<file path="src/hw/rtl/rzs_pkg.sv">
// Package for the bitmap rotate/zoom sampler: sizes, field widths, codes,
// controller state type and the command/status structs.
// No dependencies.
package rzs_pkg;

    localparam int MAX_SIDE  = 64;
    localparam int FRAC_BITS = 16;

    localparam int POS_W     = 6;
    localparam int CFG_DIM_W = 7;
    localparam int COEF_W    = 20;
    localparam int CFG_IDX_W = 2;
    localparam int CFG_DATA_W = 20;

    localparam int IDX_W   = $clog2(MAX_SIDE);
    localparam int DEPTH   = MAX_SIDE * MAX_SIDE;
    localparam int ADDR_W  = $clog2(DEPTH);
    localparam int DIM_W   = $clog2(MAX_SIDE + 1);
    localparam int XT_W    = DIM_W + 1;
    localparam int PROD_W  = COEF_W + XT_W;
    localparam int SUM_W   = PROD_W + 1;
    localparam int FL_W    = SUM_W - FRAC_BITS;
    localparam int COORD_W = ((FL_W > DIM_W) ? FL_W : DIM_W) + 1;

    localparam logic [CFG_DIM_W-1:0] WIDTH_RESET  = CFG_DIM_W'(64);
    localparam logic [CFG_DIM_W-1:0] HEIGHT_RESET = CFG_DIM_W'(64);
    localparam logic [COEF_W-1:0]    COS_RESET    = COEF_W'(65536);
    localparam logic [COEF_W-1:0]    SIN_RESET    = COEF_W'(0);

    typedef enum logic {
        CMD_WRITE = 1'b0,
        CMD_QUERY = 1'b1
    } cmd_t;

    typedef enum logic [CFG_IDX_W-1:0] {
        CFG_IMAGE_WIDTH  = 2'd0,
        CFG_IMAGE_HEIGHT = 2'd1,
        CFG_COS_ZOOM     = 2'd2,
        CFG_SIN_ZOOM     = 2'd3
    } cfg_index_t;

    typedef enum logic [2:0] {
        S_IDLE,
        S_MUL,
        S_SUM,
        S_READ,
        S_DONE
    } state_t;

    typedef struct packed {
        logic accept;
        logic mul_en;
        logic sum_en;
        logic read_en;
        logic out_load;
    } ctrl_cmd_t;

    typedef struct packed {
        logic is_query;
    } ctrl_status_t;

endpackage

</file>
<file path="src/hw/rtl/rzs_ctrl.sv">
// Controller state machine of the sampler: sequences a query through
// multiply, sum, read and output, and owns the request handshakes. Uses rzs_pkg.
module rzs_ctrl import rzs_pkg::*; (
    input  logic         clk,
    input  logic         rst_n,
    input  logic         in_valid,
    output logic         in_ready,
    output logic         out_valid,
    input  logic         out_ready,
    input  ctrl_status_t status,
    output ctrl_cmd_t    cmd
);

    state_t state_reg;
    state_t state_next;
    logic   out_valid_reg;
    logic   out_valid_next;
    logic   accept;

    assign in_ready = (state_reg == S_IDLE);
    assign accept   = in_valid && in_ready;

    always_comb
    begin
        state_next = state_reg;
        case (state_reg)
            S_IDLE:
            begin
                if (accept && status.is_query)
                begin
                    state_next = S_MUL;
                end
            end
            S_MUL:  state_next = S_SUM;
            S_SUM:  state_next = S_READ;
            S_READ: state_next = S_DONE;
            S_DONE:
            begin
                if (!out_valid_reg || out_ready)
                begin
                    state_next = S_IDLE;
                end
            end
            default: state_next = S_IDLE;
        endcase
    end

    always_comb
    begin
        cmd = '0;
        cmd.accept = accept;
        case (state_reg)
            S_MUL:  cmd.mul_en = 1'b1;
            S_SUM:  cmd.sum_en = 1'b1;
            S_READ: cmd.read_en = 1'b1;
            S_DONE: cmd.out_load = !out_valid_reg || out_ready;
            default: ;
        endcase
    end

    always_comb
    begin
        out_valid_next = out_valid_reg;
        if (cmd.out_load)
        begin
            out_valid_next = 1'b1;
        end
        else if (out_ready)
        begin
            out_valid_next = 1'b0;
        end
    end

    always_ff @(posedge clk or negedge rst_n)
    begin
        if (!rst_n)
        begin
            state_reg     <= S_IDLE;
            out_valid_reg <= 1'b0;
        end
        else
        begin
            state_reg     <= state_next;
            out_valid_reg <= out_valid_next;
        end
    end

    assign out_valid = out_valid_reg;

    a_query_starts: assert property (@(posedge clk) disable iff (!rst_n)
        accept && status.is_query |=> state_reg == S_MUL)
        else $error("query accept did not start the multiply step");

    a_read_then_done: assert property (@(posedge clk) disable iff (!rst_n)
        state_reg == S_READ |=> state_reg == S_DONE)
        else $error("read step not followed by done");

    a_load_sets_valid: assert property (@(posedge clk) disable iff (!rst_n)
        cmd.out_load |=> out_valid_reg)
        else $error("result load did not raise out_valid");

    a_done_waits: assert property (@(posedge clk) disable iff (!rst_n)
        state_reg == S_DONE && out_valid_reg && !out_ready |=> state_reg == S_DONE)
        else $error("result overwritten while still pending");

endmodule

</file>
<file path="config.mk">
export PLATFORM = sky130hd
export DESIGN_NAME = rzs_ctrl
export DESIGN_NICKNAME = d
export VERILOG_FILES = /design/src/hw/rtl/rzs_pkg.sv /design/src/hw/rtl/rzs_ctrl.sv
export SDC_FILE = /design/constraint.sdc
export NUM_CORES = 1
export LEC_CHECK = 0
export ABC_CLOCK_PERIOD_IN_PS = 2300
export BUFFER_PORTS_ARGS = -buffer_cell sky130_fd_sc_hd__buf_4
export CORE_AREA = 2 2 39 41
export DETAILED_ROUTE_END_ITERATION = 8
export DIE_AREA = 0 0 41 43
export SETUP_SLACK_MARGIN = 0.5
export SYNTH_ARGS = -nofsm -noshare
export SYNTH_HDL_FRONTEND = slang
export SYNTH_SLANG_ARGS = --single-unit
</file>
<file path="constraint.sdc">
create_clock -name clk -period 2.3 [get_ports clk]
set_clock_uncertainty 0.15 [all_clocks]
set_input_delay 0.23 -clock clk [delete_from_list [all_inputs] [get_ports clk]]
set_output_delay 0.23 -clock clk [all_outputs]
set_load 0.01 [all_outputs]
</file>
==> qor.yml <==
synth_top_area_share_pct: 45.20
detailed_place_hpwl_um: 361
async_flop_share_pct: 100.0
holdWs_ns: 0.1704
setup_viol: 0
fmax_mhz: 587.5
maxSlewViolCount: 0
cts_resized: 0
cts.sink_count: 4
grt_pass1_vias: 188
use_met2_pct: 9.375
critPathCaptureType: "output port"
overflow: 0
synth_area_leader_cell: "dfrtp_1"
peakVddDrop_mv: 0.3470
tightest_slew_ns: 0.2119
cp_max_fo: 7
period_share_pct: 74.01
ios: 12
synth.avg_cell_area_um2: 10.55
synthDistinctLibCells: 14
nets: 40
row_count: 14
dp.cells: 45
postLayoutCellArea_um2: 334.1
clockRootBuffer: "clkbuf_4"
cts_tree: "done"
final.setup.tns_ns: 0
fill_cells: 155
antenna_found_initial: 0
yosys.cell_count.top_type: "dfrtp_1"
hold_class: "in2reg"
io_buffer_count: 11
clk_pin_slew_ns: 0.03
grt_max_degree: 8
grt_pass1_wl_um: 738
synthFlopType: "dfrtp_1"
ys_warn_count: 0
wire_per_inst_um: 8.490
syn_area_um2: 221.5
top_usage_layer: "met2"
drive_gt1_share_pct: 51.52
critPathKind: "reg2out"
drc: 0
cts-hold-fix-buffers: 1
hold_viol: 0
largest_reg_flops: 3
cts_setup_buffers: 0
synth_edf_count: 0
postRouteAntennaNets: 0
synth_common_cells: "dfrtp_1, buf_4, nor3_1, nor3b_1"
viasPerCell: 3.612
relSlewSlack_pct: 85.77
synth_nets: 26
die_area_um2: 1763
clk_path_buf_depth: 2
insertedDiodeCount: 0
rsz0062_at_grt: "false"
grt.met1_usage_pct: 6.515
crit_arrival_ns: 1.32
yosys-top-cells-area: "dfrtp_1, buf_4, nor3b_1"
die_w_um: 41
synth_cells: 21
grt_usage_pct: 6.552
initial_core_util_pct: 16.00
place_area_um2: 301.5
cts_buffers: 3
final_cells: 49
yosysSeqAreaShare_pct: 45.20
grt_use_met3_pct: 3.141
ys_seq_elements: 4
outcome: "completed"
p_per_area_nw_per_um2: 1322
coreArea_um2: 1384
insertion_delay_ns: 0.23
drt-initial-drc-count: 0
wl_um: 416
htreeDepth: 1
drv_cap: 0
vias: 177
areaGrowthSynthToFinish_pct: 50.85
p_leak_nw: 0.1685
worstSetupStartpointType: "flip-flop"
fin_crit_ns: 1.702
die_h_um: 43
r2r_setup_slack_ns: 1.09
dr.pass1.iters: 1
place_congestion: 0.6172
critPathRequiredTime_ns: 1.92
## final cells by class
| class | count | area [µm²] | share of cell area [%] |
|---|---|---|---|
| repair buffers | 12 | 92.59 | 27.72 |
| multi-input cells | 14 | 98.84 | 29.59 |
| clock buffers | 3 | 22.52 | 6.742 |
| well taps | 16 | 20.02 | 5.993 |
| flip-flops and latches | 4 | 100.1 | 29.96 |
## report_power, final
part | internal, mW | total [mW] | switching (mW)
clock | 0.0581 | 0.0828 | 0.0247
combinational | 0.125 | 0.213 | 0.0881
sequential | 0.102 | 0.146 | 0.0432
## layer usage
layer,vias up,wire length [µm]
li1,92,-
met1,80,151
met2,5,223
met3,0,40
met4,0,0
met5,-,0
## critical path: stages, from the launching register on
cell and delay, ns:
dfrtp_1 0.43, or3b_4 0.44, nor2b_2 0.11, buf_4 0.12
## layout by cell type, fill, tap and decap left out
cell type,Yosys,routed
dfrtp_1,4,4
nor2_1,1,1
nor2b_2,1,1
or3b_4,1,1
dlygate4sd3_1,0,1
and3b_1,1,1
a21oi_1,1,1
and2_1,1,1
clkbuf_4,0,3
o21bai_2,1,1
nand2b_1,1,1
nand2_1,1,1
xnor2_1,1,1
buf_4,3,11
nor3b_1,2,2
nor3_1,2,2
## stage by stage
step,total power [mW],setup slack [ns],utilization [%]
finish,0.4416,0.5978,24.14
detailed placement,0.3641,0.8330,21.79
floorplan,0.2769,0.8603,-
global route,0.4857,0.5460,24.14
global placement,0.3562,0.8454,21.79
CTS,0.4547,0.5816,24.14
## path summary, 6_finish.rpt
kind / start / endpoint / cells past startpoint
min in group asynchronous: rst_n / out_valid / 2
hold reg to reg: state_reg[2] / state_reg[1] / 1
setup / recovery: state_reg[1] / cmd[0] / 3
max in group asynchronous: rst_n / state_reg[1] / 2
setup reg to reg: state_reg[1] / state_reg[2] / 2
hold / removal: status / state_reg[0] / 3
## logic make-up (layout without fill, tap and decap cells)
kind of cell	count (synthesis)	after routing	share of synthesized area [%]
xor gates and xnor gates	1	1	3.956
DFF	4	4	45.20
AOI/OAI and AO/OA	2	2	7.342
and+or+nand+nor	11	11	33.33
buffers and inverters	3	15	10.17
Note: power is estimated with default switching activity, not from simulation.
